## config.mk

```make
export PLATFORM = sky130hd
export DESIGN_NAME = weekly_alarm_schedule_table_unit
export DESIGN_NICKNAME = d
export VERILOG_FILES = /design/src/hw/rtl/wast_pkg.sv /design/src/hw/rtl/wast_mem.sv /design/src/hw/rtl/wast_dist.sv /design/src/hw/rtl/wast_ctrl.sv /design/src/hw/rtl/weekly_alarm_schedule_table_unit.sv
export SDC_FILE = /design/constraint.sdc
export NUM_CORES = 1
export LEC_CHECK = 0
export BUFFER_PORTS_ARGS = -buffer_cell sky130_fd_sc_hd__buf_4
export CAP_MARGIN = 20
export CORE_ASPECT_RATIO = 1.5
export CORE_UTILIZATION = 55
export DETAILED_ROUTE_END_ITERATION = 7
export PLACE_DENSITY = 0.78
export SLEW_MARGIN = 0
export SYNTH_ARGS = -nofsm -noshare
export SYNTH_HDL_FRONTEND = slang
export SYNTH_HIERARCHICAL = 1
export SYNTH_SLANG_ARGS = --single-unit
```

## constraint.sdc

```tcl
create_clock -name clk -period 8.7 [get_ports clk]
set_clock_uncertainty 0.1 [all_clocks]
set_input_delay 0 -clock clk [delete_from_list [all_inputs] [get_ports clk]]
set_output_delay 0 -clock clk [all_outputs]
set_load 0.01 [all_outputs]
```

## src/hw/rtl/wast_pkg.sv

```systemverilog
// ----------------------------------------------------------------------------
// Weekly alarm schedule table: shared definitions
// Widths, constants, codes, state encoding and the structs that pass
// between the sequencer, the table storage and the distance unit.
// ----------------------------------------------------------------------------
package wast_pkg;

  localparam int TABLE_DEPTH = 8;
  localparam int IDX_W       = (TABLE_DEPTH > 1) ? $clog2(TABLE_DEPTH) : 1;
  localparam int CNT_W       = $clog2(TABLE_DEPTH + 1);

  localparam int ACTION_W    = 2;
  localparam int HOUR_W      = 5;
  localparam int MINUTE_W    = 6;
  localparam int MASK_W      = 7;
  localparam int INDEX_IN_W  = 8;
  localparam int DAY_W       = 3;
  localparam int CODE_W      = 3;
  localparam int COUNT_OUT_W = 4;
  localparam int NEXT_IDX_W  = 3;

  localparam int DAYS_PER_WEEK = 7;
  localparam int DAY_SLOTS     = 8;
  localparam int MIN_PER_HOUR  = 60;
  localparam int MIN_PER_DAY   = 1440;
  localparam int MAX_HOUR      = 23;
  localparam int MAX_MINUTE    = 59;
  localparam int DIST_W        = 14;

  localparam int APB_AW = 3;
  localparam int APB_DW = 32;
  localparam logic REG_TIME_SYNCED = 1'b0;

  typedef enum logic [ACTION_W-1:0] {
    ACT_ADD    = 2'd0,
    ACT_DELETE = 2'd1,
    ACT_TICK   = 2'd2
  } action_t;

  typedef enum logic [CODE_W-1:0] {
    RC_OK             = 3'd0,
    RC_NOT_SYNCED     = 3'd1,
    RC_FULL           = 3'd2,
    RC_BAD_FORMAT     = 3'd3,
    RC_DUPLICATE      = 3'd4,
    RC_ACTION_CHANGED = 3'd5,
    RC_BAD_INDEX      = 3'd6
  } result_code_t;

  typedef enum logic [2:0] {
    ST_IDLE,
    ST_DUP,
    ST_SHIFT,
    ST_TICK,
    ST_SCAN_INIT,
    ST_SCAN,
    ST_DONE
  } state_t;

  typedef struct packed {
    logic [HOUR_W-1:0]   hour;
    logic [MINUTE_W-1:0] minute;
    logic [MASK_W-1:0]   day_mask;
    logic                turn_on;
  } alarm_entry_t;

  typedef struct packed {
    logic [ACTION_W-1:0]   action;
    logic [HOUR_W-1:0]     entry_hour;
    logic [MINUTE_W-1:0]   entry_minute;
    logic [MASK_W-1:0]     day_mask;
    logic                  turn_on;
    logic [INDEX_IN_W-1:0] entry_index;
    logic [DAY_W-1:0]      now_weekday;
    logic [HOUR_W-1:0]     now_hour;
    logic [MINUTE_W-1:0]   now_minute;
  } item_t;

  typedef struct packed {
    logic [DAY_W-1:0]    weekday;
    logic [HOUR_W-1:0]   hour;
    logic [MINUTE_W-1:0] minute;
  } now_t;

  typedef struct packed {
    logic              ok;
    logic [DIST_W-1:0] distance;
  } dist_res_t;

  typedef struct packed {
    logic         we;
    logic [IDX_W-1:0] waddr;
    alarm_entry_t wdata;
    logic [IDX_W-1:0] raddr;
  } mem_cmd_t;

  typedef struct packed {
    logic                   valid;
    logic [CODE_W-1:0]      result_code;
    logic                   relay_fire;
    logic                   relay_on;
    logic [COUNT_OUT_W-1:0] entry_count;
    logic                   next_valid;
    logic [NEXT_IDX_W-1:0]  next_index;
  } result_t;

endpackage

```

## src/hw/rtl/wast_mem.sv

```systemverilog
// ----------------------------------------------------------------------------
// Alarm table storage
// One write port and one read port; the read data is registered.
// ----------------------------------------------------------------------------
module wast_mem (
  input  logic                    clk,
  input  wast_pkg::mem_cmd_t      cmd,
  output wast_pkg::alarm_entry_t  rd_entry
);
  import wast_pkg::*;

  alarm_entry_t mem [TABLE_DEPTH];
  alarm_entry_t rd_entry_r;

  always_ff @(posedge clk) begin
    if (cmd.we) begin
      mem[cmd.waddr] <= cmd.wdata;
    end
    rd_entry_r <= mem[cmd.raddr];
  end

  assign rd_entry = rd_entry_r;

endmodule

```

## src/hw/rtl/wast_dist.sv

```systemverilog
// ----------------------------------------------------------------------------
// Alarm distance unit
// Gives the number of minutes from now to the next occurrence of one entry,
// strictly in the future, or no result when the entry never occurs.
// ----------------------------------------------------------------------------
module wast_dist (
  input  wast_pkg::alarm_entry_t entry,
  input  wast_pkg::now_t         now_time,
  output wast_pkg::dist_res_t    res
);
  import wast_pkg::*;

  logic [DIST_W-1:0]    ent_min;
  logic [DIST_W-1:0]    now_min;
  logic [DIST_W-1:0]    day_off;
  logic [MASK_W-1:0]    rot_mask;
  logic [DAY_SLOTS-1:0] cand;
  logic [DAY_W-1:0]     day_sel;

  assign ent_min = DIST_W'(entry.hour) * DIST_W'(MIN_PER_HOUR) + DIST_W'(entry.minute);
  assign now_min = DIST_W'(now_time.hour) * DIST_W'(MIN_PER_HOUR)
                 + DIST_W'(now_time.minute);

  // Bit k of the rotated mask is the weekday k days from today.
  assign rot_mask = MASK_W'({entry.day_mask, entry.day_mask} >> now_time.weekday);

  // Today and tomorrow need the time check; the clock may read past midnight,
  // so tomorrow is not always later. Two days ahead and beyond always are.
  always_comb begin
    cand    = {rot_mask[0], rot_mask[MASK_W-1:2], 2'b00};
    cand[0] = rot_mask[0] && (ent_min > now_min);
    cand[1] = rot_mask[1] && ((ent_min + DIST_W'(MIN_PER_DAY)) > now_min);
  end

  always_comb begin
    day_sel = '0;
    for (int k = DAY_SLOTS - 1; k >= 0; k--) begin
      if (cand[k]) begin
        day_sel = DAY_W'(k);
      end
    end
  end

  assign day_off      = DIST_W'(day_sel) * DIST_W'(MIN_PER_DAY);
  assign res.ok       = |cand;
  assign res.distance = day_off + ent_min - now_min;

endmodule

```

## src/hw/rtl/wast_ctrl.sv

```systemverilog
// ----------------------------------------------------------------------------
// Alarm table sequencer
// Walks the table one entry a cycle for the duplicate search, the shift on
// delete and the choice of the pending alarm, and holds the result.
// ----------------------------------------------------------------------------
module wast_ctrl (
  input  logic                   clk,
  input  logic                   rst_n,
  input  logic                   start,
  input  wast_pkg::item_t        item,
  input  logic                   synced,
  input  wast_pkg::alarm_entry_t rd_entry,
  input  wast_pkg::dist_res_t    dist_res,
  output logic                   busy,
  output wast_pkg::mem_cmd_t     mem_cmd,
  output wast_pkg::now_t         now_time,
  output wast_pkg::result_t      result
);
  import wast_pkg::*;

  state_t            state_r, state_nxt;
  item_t             req_r, req_nxt;
  result_code_t      code_r, code_nxt;
  logic              fire_r, fire_nxt;
  logic              level_r, level_nxt;
  logic [CNT_W-1:0]  count_r, count_nxt;
  logic              pend_valid_r, pend_valid_nxt;
  logic [IDX_W-1:0]  pend_idx_r, pend_idx_nxt;
  logic [CNT_W-1:0]  ptr_r, ptr_nxt;
  logic [DIST_W-1:0] best_r, best_nxt;
  logic              best_valid_r, best_valid_nxt;
  logic [IDX_W-1:0]  best_idx_r, best_idx_nxt;

  logic             add_ok;
  logic             del_ok;
  logic             tick_rd;
  logic             scan_end;
  logic             dup_hit;
  logic             tick_hit;
  logic             better;
  logic [DAY_W-1:0] wday_in;

  assign wday_in  = (item.now_weekday == DAY_W'(DAYS_PER_WEEK)) ? '0 : item.now_weekday;
  assign add_ok   = synced && (count_r < CNT_W'(TABLE_DEPTH))
                 && (item.entry_hour <= HOUR_W'(MAX_HOUR))
                 && (item.entry_minute <= MINUTE_W'(MAX_MINUTE));
  assign del_ok   = item.entry_index < INDEX_IN_W'(count_r);
  assign tick_rd  = synced && pend_valid_r;
  assign scan_end = ptr_r == count_r;
  assign dup_hit  = (rd_entry.hour == req_r.entry_hour)
                 && (rd_entry.minute == req_r.entry_minute)
                 && (rd_entry.day_mask == req_r.day_mask);
  assign tick_hit = rd_entry.day_mask[req_r.now_weekday]
                 && (rd_entry.hour == req_r.now_hour)
                 && (rd_entry.minute == req_r.now_minute);
  assign better   = dist_res.ok && (!best_valid_r || (dist_res.distance < best_r));

  assign now_time.weekday = req_r.now_weekday;
  assign now_time.hour    = req_r.now_hour;
  assign now_time.minute  = req_r.now_minute;

  // Next state
  always_comb begin
    state_nxt = state_r;
    unique case (state_r)
      ST_IDLE: begin
        if (start) begin
          unique case (item.action)
            ACT_ADD:    state_nxt = add_ok ? ST_DUP : ST_DONE;
            ACT_DELETE: state_nxt = del_ok ? ST_SHIFT : ST_DONE;
            ACT_TICK:   state_nxt = tick_rd ? ST_TICK : ST_DONE;
            default:    state_nxt = ST_DONE;
          endcase
        end
      end
      ST_DUP: begin
        if (scan_end || dup_hit) begin
          state_nxt = ST_SCAN_INIT;
        end
      end
      ST_SHIFT: begin
        if (scan_end) begin
          state_nxt = ST_SCAN_INIT;
        end
      end
      ST_TICK:      state_nxt = tick_hit ? ST_SCAN_INIT : ST_DONE;
      ST_SCAN_INIT: state_nxt = synced ? ST_SCAN : ST_DONE;
      ST_SCAN: begin
        if (scan_end) begin
          state_nxt = ST_DONE;
        end
      end
      ST_DONE:      state_nxt = ST_IDLE;
      default:      state_nxt = ST_IDLE;
    endcase
  end

  // Datapath and table access
  always_comb begin
    req_nxt        = req_r;
    code_nxt       = code_r;
    fire_nxt       = fire_r;
    level_nxt      = level_r;
    count_nxt      = count_r;
    pend_valid_nxt = pend_valid_r;
    pend_idx_nxt   = pend_idx_r;
    ptr_nxt        = ptr_r;
    best_nxt       = best_r;
    best_valid_nxt = best_valid_r;
    best_idx_nxt   = best_idx_r;
    mem_cmd.we     = 1'b0;
    mem_cmd.waddr  = IDX_W'(ptr_r);
    mem_cmd.wdata  = rd_entry;
    mem_cmd.raddr  = IDX_W'(ptr_r + 1'b1);

    unique case (state_r)
      ST_IDLE: begin
        if (start) begin
          req_nxt             = item;
          req_nxt.now_weekday = wday_in;
          code_nxt            = RC_OK;
          fire_nxt            = 1'b0;
          level_nxt           = 1'b0;
          ptr_nxt             = '0;
          mem_cmd.raddr       = '0;
          unique case (item.action)
            ACT_ADD: begin
              priority if (!synced) begin
                code_nxt = RC_NOT_SYNCED;
              end else if (count_r >= CNT_W'(TABLE_DEPTH)) begin
                code_nxt = RC_FULL;
              end else if (!add_ok) begin
                code_nxt = RC_BAD_FORMAT;
              end
            end
            ACT_DELETE: begin
              if (del_ok) begin
                count_nxt     = count_r - 1'b1;
                ptr_nxt       = CNT_W'(item.entry_index);
                mem_cmd.raddr = IDX_W'(item.entry_index + 1'b1);
              end else begin
                code_nxt = RC_BAD_INDEX;
              end
            end
            ACT_TICK: begin
              mem_cmd.raddr = pend_idx_r;
            end
            default: begin
              code_nxt = RC_OK;
            end
          endcase
        end
      end
      ST_DUP: begin
        // The read data belongs to the entry at ptr_r.
        priority if (scan_end) begin
          mem_cmd.we     = 1'b1;
          mem_cmd.waddr  = IDX_W'(count_r);
          mem_cmd.wdata  = '{hour: req_r.entry_hour, minute: req_r.entry_minute,
                             day_mask: req_r.day_mask, turn_on: req_r.turn_on};
          count_nxt      = count_r + 1'b1;
          code_nxt       = RC_OK;
        end else if (dup_hit) begin
          if (rd_entry.turn_on != req_r.turn_on) begin
            mem_cmd.we            = 1'b1;
            mem_cmd.wdata.turn_on = req_r.turn_on;
            code_nxt              = RC_ACTION_CHANGED;
          end else begin
            code_nxt = RC_DUPLICATE;
          end
        end else begin
          ptr_nxt = ptr_r + 1'b1;
        end
      end
      ST_SHIFT: begin
        // The read data belongs to the entry above ptr_r.
        if (!scan_end) begin
          mem_cmd.we    = 1'b1;
          ptr_nxt       = ptr_r + 1'b1;
          mem_cmd.raddr = IDX_W'(ptr_r + CNT_W'(2));
        end
      end
      ST_TICK: begin
        if (tick_hit) begin
          fire_nxt  = 1'b1;
          level_nxt = rd_entry.turn_on;
        end
      end
      ST_SCAN_INIT: begin
        ptr_nxt        = '0;
        mem_cmd.raddr  = '0;
        best_valid_nxt = 1'b0;
        best_idx_nxt   = '0;
        if (!synced) begin
          pend_valid_nxt = 1'b0;
          pend_idx_nxt   = '0;
        end
      end
      ST_SCAN: begin
        if (scan_end) begin
          pend_valid_nxt = best_valid_r;
          pend_idx_nxt   = best_valid_r ? best_idx_r : '0;
        end else begin
          if (better) begin
            best_nxt       = dist_res.distance;
            best_valid_nxt = 1'b1;
            best_idx_nxt   = IDX_W'(ptr_r);
          end
          ptr_nxt = ptr_r + 1'b1;
        end
      end
      ST_DONE: begin
        ptr_nxt = ptr_r;
      end
      default: begin
        ptr_nxt = ptr_r;
      end
    endcase
  end

  // Outputs
  always_comb begin
    busy               = state_r != ST_IDLE;
    result.valid       = state_r == ST_DONE;
    result.result_code = code_r;
    result.relay_fire  = fire_r;
    result.relay_on    = level_r;
    result.entry_count = COUNT_OUT_W'(count_r);
    result.next_valid  = pend_valid_r;
    result.next_index  = NEXT_IDX_W'(pend_idx_r);
  end

  always_ff @(posedge clk) begin
    if (!rst_n) begin
      state_r      <= ST_IDLE;
      code_r       <= RC_OK;
      fire_r       <= 1'b0;
      level_r      <= 1'b0;
      count_r      <= '0;
      pend_valid_r <= 1'b0;
      pend_idx_r   <= '0;
      ptr_r        <= '0;
      best_valid_r <= 1'b0;
      best_idx_r   <= '0;
    end else begin
      state_r      <= state_nxt;
      code_r       <= code_nxt;
      fire_r       <= fire_nxt;
      level_r      <= level_nxt;
      count_r      <= count_nxt;
      pend_valid_r <= pend_valid_nxt;
      pend_idx_r   <= pend_idx_nxt;
      ptr_r        <= ptr_nxt;
      best_valid_r <= best_valid_nxt;
      best_idx_r   <= best_idx_nxt;
    end
  end

  always_ff @(posedge clk) begin
    req_r  <= req_nxt;
    best_r <= best_nxt;
  end

endmodule

```

## src/hw/rtl/weekly_alarm_schedule_table_unit.sv

```systemverilog
// ----------------------------------------------------------------------------
// Weekly alarm schedule table
// Holds up to eight weekly relay alarms, adds and deletes them, fires the
// relay on a matching tick and keeps the soonest future alarm as pending.
// ----------------------------------------------------------------------------
//  Channel  | Ports                         | Handshake
//  ---------+-------------------------------+---------------------------------
//  item in  | start, busy, in_*             | taken when start and not busy
//  result   | out_valid, out_*              | one-cycle strobe, no back-pressure
//  config   | psel, penable, pwrite, paddr, | APB write, pready tied high
//           | pwdata, prdata, pready        |
//
// Every item gives exactly one result. Add walks the table for a duplicate,
// delete shifts the later entries down, and after an add or a delete that
// is taken, or a firing tick, the pending alarm is chosen by a pass through
// the shared distance unit, one entry per cycle, since the table has one
// read port. An add is the longest case; rejected items go straight to the
// result, and a tick that does not fire reads only the pending entry.
// Reset clears the entry count, the pending alarm and the sync register.
// ----------------------------------------------------------------------------
module weekly_alarm_schedule_table_unit (
  input  logic                                 clk,
  input  logic                                 rst_n,
  input  logic                                 start,
  output logic                                 busy,
  input  logic [wast_pkg::ACTION_W-1:0]        in_action,
  input  logic [wast_pkg::HOUR_W-1:0]          in_entry_hour,
  input  logic [wast_pkg::MINUTE_W-1:0]        in_entry_minute,
  input  logic [wast_pkg::MASK_W-1:0]          in_day_mask,
  input  logic                                 in_turn_on,
  input  logic [wast_pkg::INDEX_IN_W-1:0]      in_entry_index,
  input  logic [wast_pkg::DAY_W-1:0]           in_now_weekday,
  input  logic [wast_pkg::HOUR_W-1:0]          in_now_hour,
  input  logic [wast_pkg::MINUTE_W-1:0]        in_now_minute,
  output logic                                 out_valid,
  output logic [wast_pkg::CODE_W-1:0]          out_result_code,
  output logic                                 out_relay_fire,
  output logic                                 out_relay_on,
  output logic [wast_pkg::COUNT_OUT_W-1:0]     out_entry_count,
  output logic                                 out_next_valid,
  output logic [wast_pkg::NEXT_IDX_W-1:0]      out_next_index,
  input  logic                                 psel,
  input  logic                                 penable,
  input  logic                                 pwrite,
  input  logic [wast_pkg::APB_AW-1:0]          paddr,
  input  logic [wast_pkg::APB_DW-1:0]          pwdata,
  output logic [wast_pkg::APB_DW-1:0]          prdata,
  output logic                                 pready
);
  import wast_pkg::*;

  logic         synced_r, synced_nxt;
  logic         cfg_wr;
  item_t        item;
  alarm_entry_t rd_entry;
  dist_res_t    dist_res;
  mem_cmd_t     mem_cmd;
  now_t         now_time;
  result_t      result;

  // Registers sit on word addresses; the byte offset bits are ignored.
  assign pready     = 1'b1;
  assign cfg_wr     = psel && penable && pwrite && pready;
  assign synced_nxt = (cfg_wr && (paddr[APB_AW-1] == REG_TIME_SYNCED)) ? pwdata[0] : synced_r;
  assign prdata     = (paddr[APB_AW-1] == REG_TIME_SYNCED)
                    ? {{(APB_DW-1){1'b0}}, synced_r} : '0;

  always_ff @(posedge clk) begin
    if (!rst_n) begin
      synced_r <= 1'b0;
    end else begin
      synced_r <= synced_nxt;
    end
  end

  assign item.action       = in_action;
  assign item.entry_hour   = in_entry_hour;
  assign item.entry_minute = in_entry_minute;
  assign item.day_mask     = in_day_mask;
  assign item.turn_on      = in_turn_on;
  assign item.entry_index  = in_entry_index;
  assign item.now_weekday  = in_now_weekday;
  assign item.now_hour     = in_now_hour;
  assign item.now_minute   = in_now_minute;

  wast_ctrl u_ctrl (
    .clk      (clk),
    .rst_n    (rst_n),
    .start    (start),
    .item     (item),
    .synced   (synced_r),
    .rd_entry (rd_entry),
    .dist_res (dist_res),
    .busy     (busy),
    .mem_cmd  (mem_cmd),
    .now_time (now_time),
    .result   (result)
  );

  wast_mem u_mem (
    .clk      (clk),
    .cmd      (mem_cmd),
    .rd_entry (rd_entry)
  );

  wast_dist u_dist (
    .entry    (rd_entry),
    .now_time (now_time),
    .res      (dist_res)
  );

  assign out_valid       = result.valid;
  assign out_result_code = result.result_code;
  assign out_relay_fire  = result.relay_fire;
  assign out_relay_on    = result.relay_on;
  assign out_entry_count = result.entry_count;
  assign out_next_valid  = result.next_valid;
  assign out_next_index  = result.next_index;

  a_single_strobe: assert property (@(posedge clk) disable iff (!rst_n)
    out_valid |=> !out_valid)
    else $error("result strobe lasted more than one cycle");

  a_accept_busy: assert property (@(posedge clk) disable iff (!rst_n)
    (start && !busy) |=> busy)
    else $error("accepted item did not make the block busy");

  a_result_while_busy: assert property (@(posedge clk) disable iff (!rst_n)
    out_valid |-> busy)
    else $error("result presented while the block was ready for a new item");

  a_idle_index: assert property (@(posedge clk) disable iff (!rst_n)
    (out_valid && !out_next_valid) |-> (out_next_index == '0))
    else $error("pending index not cleared with no pending alarm");

  a_level_needs_fire: assert property (@(posedge clk) disable iff (!rst_n)
    (out_valid && !out_relay_fire) |-> !out_relay_on)
    else $error("relay level driven without a firing item");

endmodule
```

# [Yosys cells after proc, flatten, opt, wreduce, memory -nomap -nowiden]
# Memory sizes are Yosys's and may differ from the RTL's. A register that Yosys moved wholly into a read port is not among the register bits.
# Index checks and enable logic that the tools add are counted.
# W data, S select, Z words.
[totals] register_bits=72 ramBits=152 out_inout_bits=48 elab_cells=190 n_memories=1
[memory_table] name="u_mem.mem" words=8 word_bits=19 rd=1 rd_clocked_by_memory_dff=1 write_ports=1 line="wast_mem.sv:12" source="alarm_entry_t mem [TABLE_DEPTH];"
[op_classes] n_addsub=10 n_mul=3 order_cmp=9 n_eq_ne=31 shifts=1 mux=79 bitwise_logic=2 reduce_logical=35
[ops] op="$mux W3" n=29
[ops] op="$mux W4" n=10
[ops] op="$pmux W3 S2" n=5
[ops] op="$gt A14 B14 Y1" n=2
[ops] op="$add A11 B6 Y12" n=2
[ops] op="$mux W22" n=1
[ops] op="$mux W21" n=1
[ops] op="$mux W1" n=19
[ops] op="$mul A5 B4 Y9 const B" n=2
[ops] op="$pmux W3 S3" n=2
[ops] op="$pmux W3 S6" n=1
[ops] op="$pmux W4 S4" n=1
[ops] op="$reduce_and A3 Y1" n=5
[ops] op="$add A14 B11 Y14 const B" n=1
[ops] op="$add A14 B14 Y14" n=1
[ops] op="$logic_and A1 B1 Y1" n=14
[ops] op="$lt A14 B14 Y1" n=1
[ops] op="$ne A2 B1 Y1 const B" n=7
[ops] op="$ne A2 B2 Y1 const B" n=7
[ops] op="$shr A14 B3 Y7" n=1
[ops] op="$sub A14 B14 Y14" n=1
[ops] op="$eq A3 B3 Y1 const B" n=4
[ops] op="$eq A6 B6 Y1" n=2
[ops] op="$eq A5 B5 Y1" n=2
[ops] op="36 further kinds" n=49

# [Logic depth before layout (Yosys ltp)]
[logic_depth] word_depth=18 mapped_depth=43 depth_no_buf=43

# [Modules after synthesis]
# The synthesis kept the hierarchy.
[by_module_without_submodules] mod="wast_mem" instances=1 cells_per_inst=251 area_each_um2=6259.8 seq_area_each_um2=4944.7
[by_module_without_submodules] mod="wast_ctrl" instances=1 cells_per_inst=411 area_each_um2=4336.7 seq_area_each_um2=1891.8
[by_module_without_submodules] mod="wast_dist" instances=1 cells_per_inst=423 area_each_um2=3470.8 seq_area_each_um2=0.0
[by_module_without_submodules] mod="weekly_alarm_schedule_table_unit" instances=1 cells_per_inst=40 area_each_um2=315.3 seq_area_each_um2=20.0

# [Worst setup path before layout]
# OpenSTA, ideal clock, no wires.
[synth_timing] path_kind="register -> register" start="reg u_mem/rd_entry[15] (netlist name)" end="reg u_ctrl.best_r[0], enable pin" setup_ns=0.354 t_arrival_ns=8.896 setup_slack_ns=-0.651 stages_incl_launch_ff=40 cell_sequence="dfxtp_1 fa_1 fa_1 inv_1 fa_1 inv_1 ha_1 o21a_1 o21ai_0 nor2_1 xnor2_2 inv_1 nor3_1 o21ai_0 mux2_2 ha_1 nand3_1 or4b_1 [... 4 more ...] ha_1 ha_1 inv_1 fa_1 inv_1 fa_1 ha_1 and2_1 o21ai_0 o21ai_0 o41ai_1 xor2_1 xor2_1 ha_1 nor2b_1 o21ai_0 nand4_1 inv_1"
[synth_rtl] item="end signal, assigned" line="wast_ctrl.sv:261" source="best_r <= best_nxt;"
[synth_rtl] item="end, declared" line="wast_ctrl.sv:30" source="logic [DIST_W-1:0] best_r, best_nxt;"

==> results_dict.tcl <==
set metrics [dict create \
    status "finished with violations" \
    failed_checks "negative setup slack" \
    die_w_um 134 \
    final_antenna_net_count 0 \
    dieArea_um2 26800 \
    clock_sinks 243 \
    drt_wl_total_mm 32.1 \
    numCtsBuffers 23 \
    setup_tns_ns -3.02 \
    ys_types 91 \
    antenna_found_initial 0 \
    grt_remaining_overflow 0 \
    htree_levels 1 \
    postSynth.asyncResetShare 0 \
    top_layer "met4" \
    synth_cells 1125 \
    worst_pin_slew_ns 0.893 \
    wl_met2_mm 17.5 \
    relSlewSlack 0.404 \
    hold_violations 0 \
    start_util 0.558 \
    io-pin-count 132 \
    place_ws_ns -0.506 \
    yosys_warnings 6 \
    rsz0062_at_grt "yes" \
    crit_slowest_cell "or4b_4" \
    cp_max_fo 7 \
    routed-via-count 9338 \
    end_kind "flop" \
    viasPerCell 5.65 \
    cp.arrival_ns 9.03 \
    area_growth_pct 19.1 \
    cp-start-kind "flop" \
    synth.yosys.seq_area_share 0.477 \
    setup_violations 18 \
    synth_edf_count 199 \
    grt_max_degree 39 \
    min_period_ns 8.90 \
    fillCellCount 1842 \
    fin_ws_ns -0.197 \
    wl_met3_mm 1.28 \
    met1_length_mm 11.7 \
    avgSynthCellArea_um2 12.8 \
    crit_type "flop to flop" \
    drt_iter0_drc 556 \
    path_common_cell "fa_1" \
    port_buffers 66 \
    dieHeight_um 200 \
    dp_hpwl_mm 22.0 \
    core_area_um2 25800 \
    slowest_delay_ns 0.57 \
    max_freq_ghz 0.112 \
    syn_area_um2 14400 \
    maxSlewViolCount 0 \
    cts_tree "done" \
    hold_class "input pin to flop" \
    clk_pin_slew_ns 0.07 \
    grt_pass1_wl_mm 50.0 \
    drc 0 \
    ys_ff_latch 243 \
    rows 72 \
    fin_crit_sh 1.02 \
    cap_violations 0 \
    clockBufferDepth 3 \
    drt-pass1-iter-count 5 \
    ys_dominant_reg_cell "edfxtp_1" \
    gp_congestion 0.900 \
    grt_usage 0.243 \
    ctsRootBufferMaster "clkbuf_16" \
    grt_pass1_vias 9695 \
    crit_required_ns 8.83 \
    antennaDiodeCount 0 \
    drive_above_1_share 0.273 \
    insertion_delay_ns 0.52 \
    wl_per_cell_um 19.4 \
    fin_nets 1515 \
]
## cells in the final DEF, fill, tap and decap left out, types with 8 or more instances in the layout
master	n
xnor2_1	37
fa_1	30
a21oi_1	43
clkbuf_16	23
nor2b_1	14
ha_4	8
nand2b_1	14
mux4_2	34
dlygate4sd3_1	47
nor2_1	40
inv_1	95
ha_1	86
mux2_2	22
mux2_4	19
edfxtp_1	199
nand4_1	12
buf_4	154
xor2_1	34
conb_1	32
dfxtp_1	41
nand3_1	22
xnor2_2	8
mux4_1	9
mux2i_1	19
nand2_1	54
a21o_1	15
nor3_1	11
o21ai_0	17
## flip-flops by register name (all words and copies together) (netlist names)
name,flops
u_ctrl/state_r,3
u_ctrl/pend_idx_r,3
u_ctrl/code_r,3
u_ctrl/best_r,14
synced_r,1
u_ctrl/now_time,14
u_ctrl/fire_r,1
u_ctrl/level_r,1
u_mem/rd_entry,19
u_ctrl/req_r,19
u_ctrl/best_valid_r,1
u_ctrl/ptr_r,4
u_ctrl/best_idx_r,3
u_ctrl/count_r,4
u_ctrl/pend_valid_r,1
u_mem/mem,152
## cell type report
type,instances,area [µm²],share of cell area
Clock buffer,24,579,0.0338
Clock inverter,17,149,0.00869
Inverter,103,397,0.0232
Multi-Input combinational cell,731,7080,0.413
Sequential cell,243,6860,0.401
Tap cell,333,417,0.0243
Timing Repair Buffer,202,1640,0.0956
Timing Repair inverter,1,7.51,0.000438
## final timing paths
path | slack [ns] | cells past startpoint | startpoint | to
min | 0.09 | 5 | in_action[0] | u_ctrl/code_r[1]
max reg2reg | -0.20 | 41 | u_mem/rd_entry[14] | u_ctrl/best_r[5]
max | -0.20 | 41 | u_mem/rd_entry[14] | u_ctrl/best_r[5]
min reg2reg | 0.36 | 2 | u_ctrl/code_r[1] | u_ctrl/code_r[1]
## worst max-delay path: cells and delay by family, from the launching register on
| family | cells | cell delay, ns |
|---|---|---|
| flops | 1 | 0.34 |
| xor+xnor | 4 | 0.85 |
| compound gates | 9 | 1.33 |
| buf+inv | 7 | 0.57 |
| simple gates | 10 | 1.50 |
| fa+ha+maj | 11 | 3.89 |
## synthesized netlist by cell type (15+ instances only)
cell        n  area [µm²]
a21o_1     15         113
a21oi_1    47         235
buf_4      51         383
dfxtp_1    44         881
edfxtp_1  199        5980
fa_1       30         601
ha_1       96        1200
inv_1     101         379
mux2_2     23         259
mux2_4     18         270
mux2i_1    19         190
mux4_2     34         766
nand2_1    54         203
nand3_1    25         125
nor2_1     46         173
nor2b_1    15        93.8
nor3_1     15        75.1
o21ai_0    27         135
xnor2_1    43         377
xor2_1     37         324
## kinds of logic after synthesis
| group | share of synthesized area |
|---|---|
| adder cells (fa/ha/maj) | 0.125 |
| other | 0.000522 |
| AO/OA/AOI/OAI | 0.0789 |
| flip-flops | 0.477 |
| XOR/XNOR | 0.0510 |
| AND/OR/NAND/NOR | 0.0806 |
| buffers and inverters | 0.0665 |
| multiplexers | 0.120 |
## stage by stage
stage | cells | area, µm² | hold slack, ns | util
2_1_floorplan | 1155 | 14600 | -0.0536 | -
3_3_place_gp | 1556 | 15600 | 0.0784 | 0.606
3_5_place_dp | 1556 | 15600 | 0.0794 | 0.606
4_1_cts | 1650 | 17000 | 0.0645 | 0.659
5_1_grt | 1654 | 17100 | 0.0892 | 0.665
6_report | 1654 | 17100 | 0.0898 | 0.665
## metal layers
metal / up-vias / track usage
met5: - / 0
met4: 0 / 0.121
met3: 85 / 0.0288
met2: 255 / 0.468
met1: 4619 / 0.261
li1: 4379 / -
## what timing repair did
action | 4_1_cts | 5_1_grt
setup endpoints to repair | 18 | 18
hold endpoints to repair | 48 | 0
pin swaps | 17 | 9
hold buffers | 47 | 0
gates cloned | 1 | 0
setup buffers | 6 | 4
resized for setup | 22 | 26
Power is left out: the tool's default activity adds up to more than one toggle a clock period on the data nets, which glitch-free logic cannot reach.
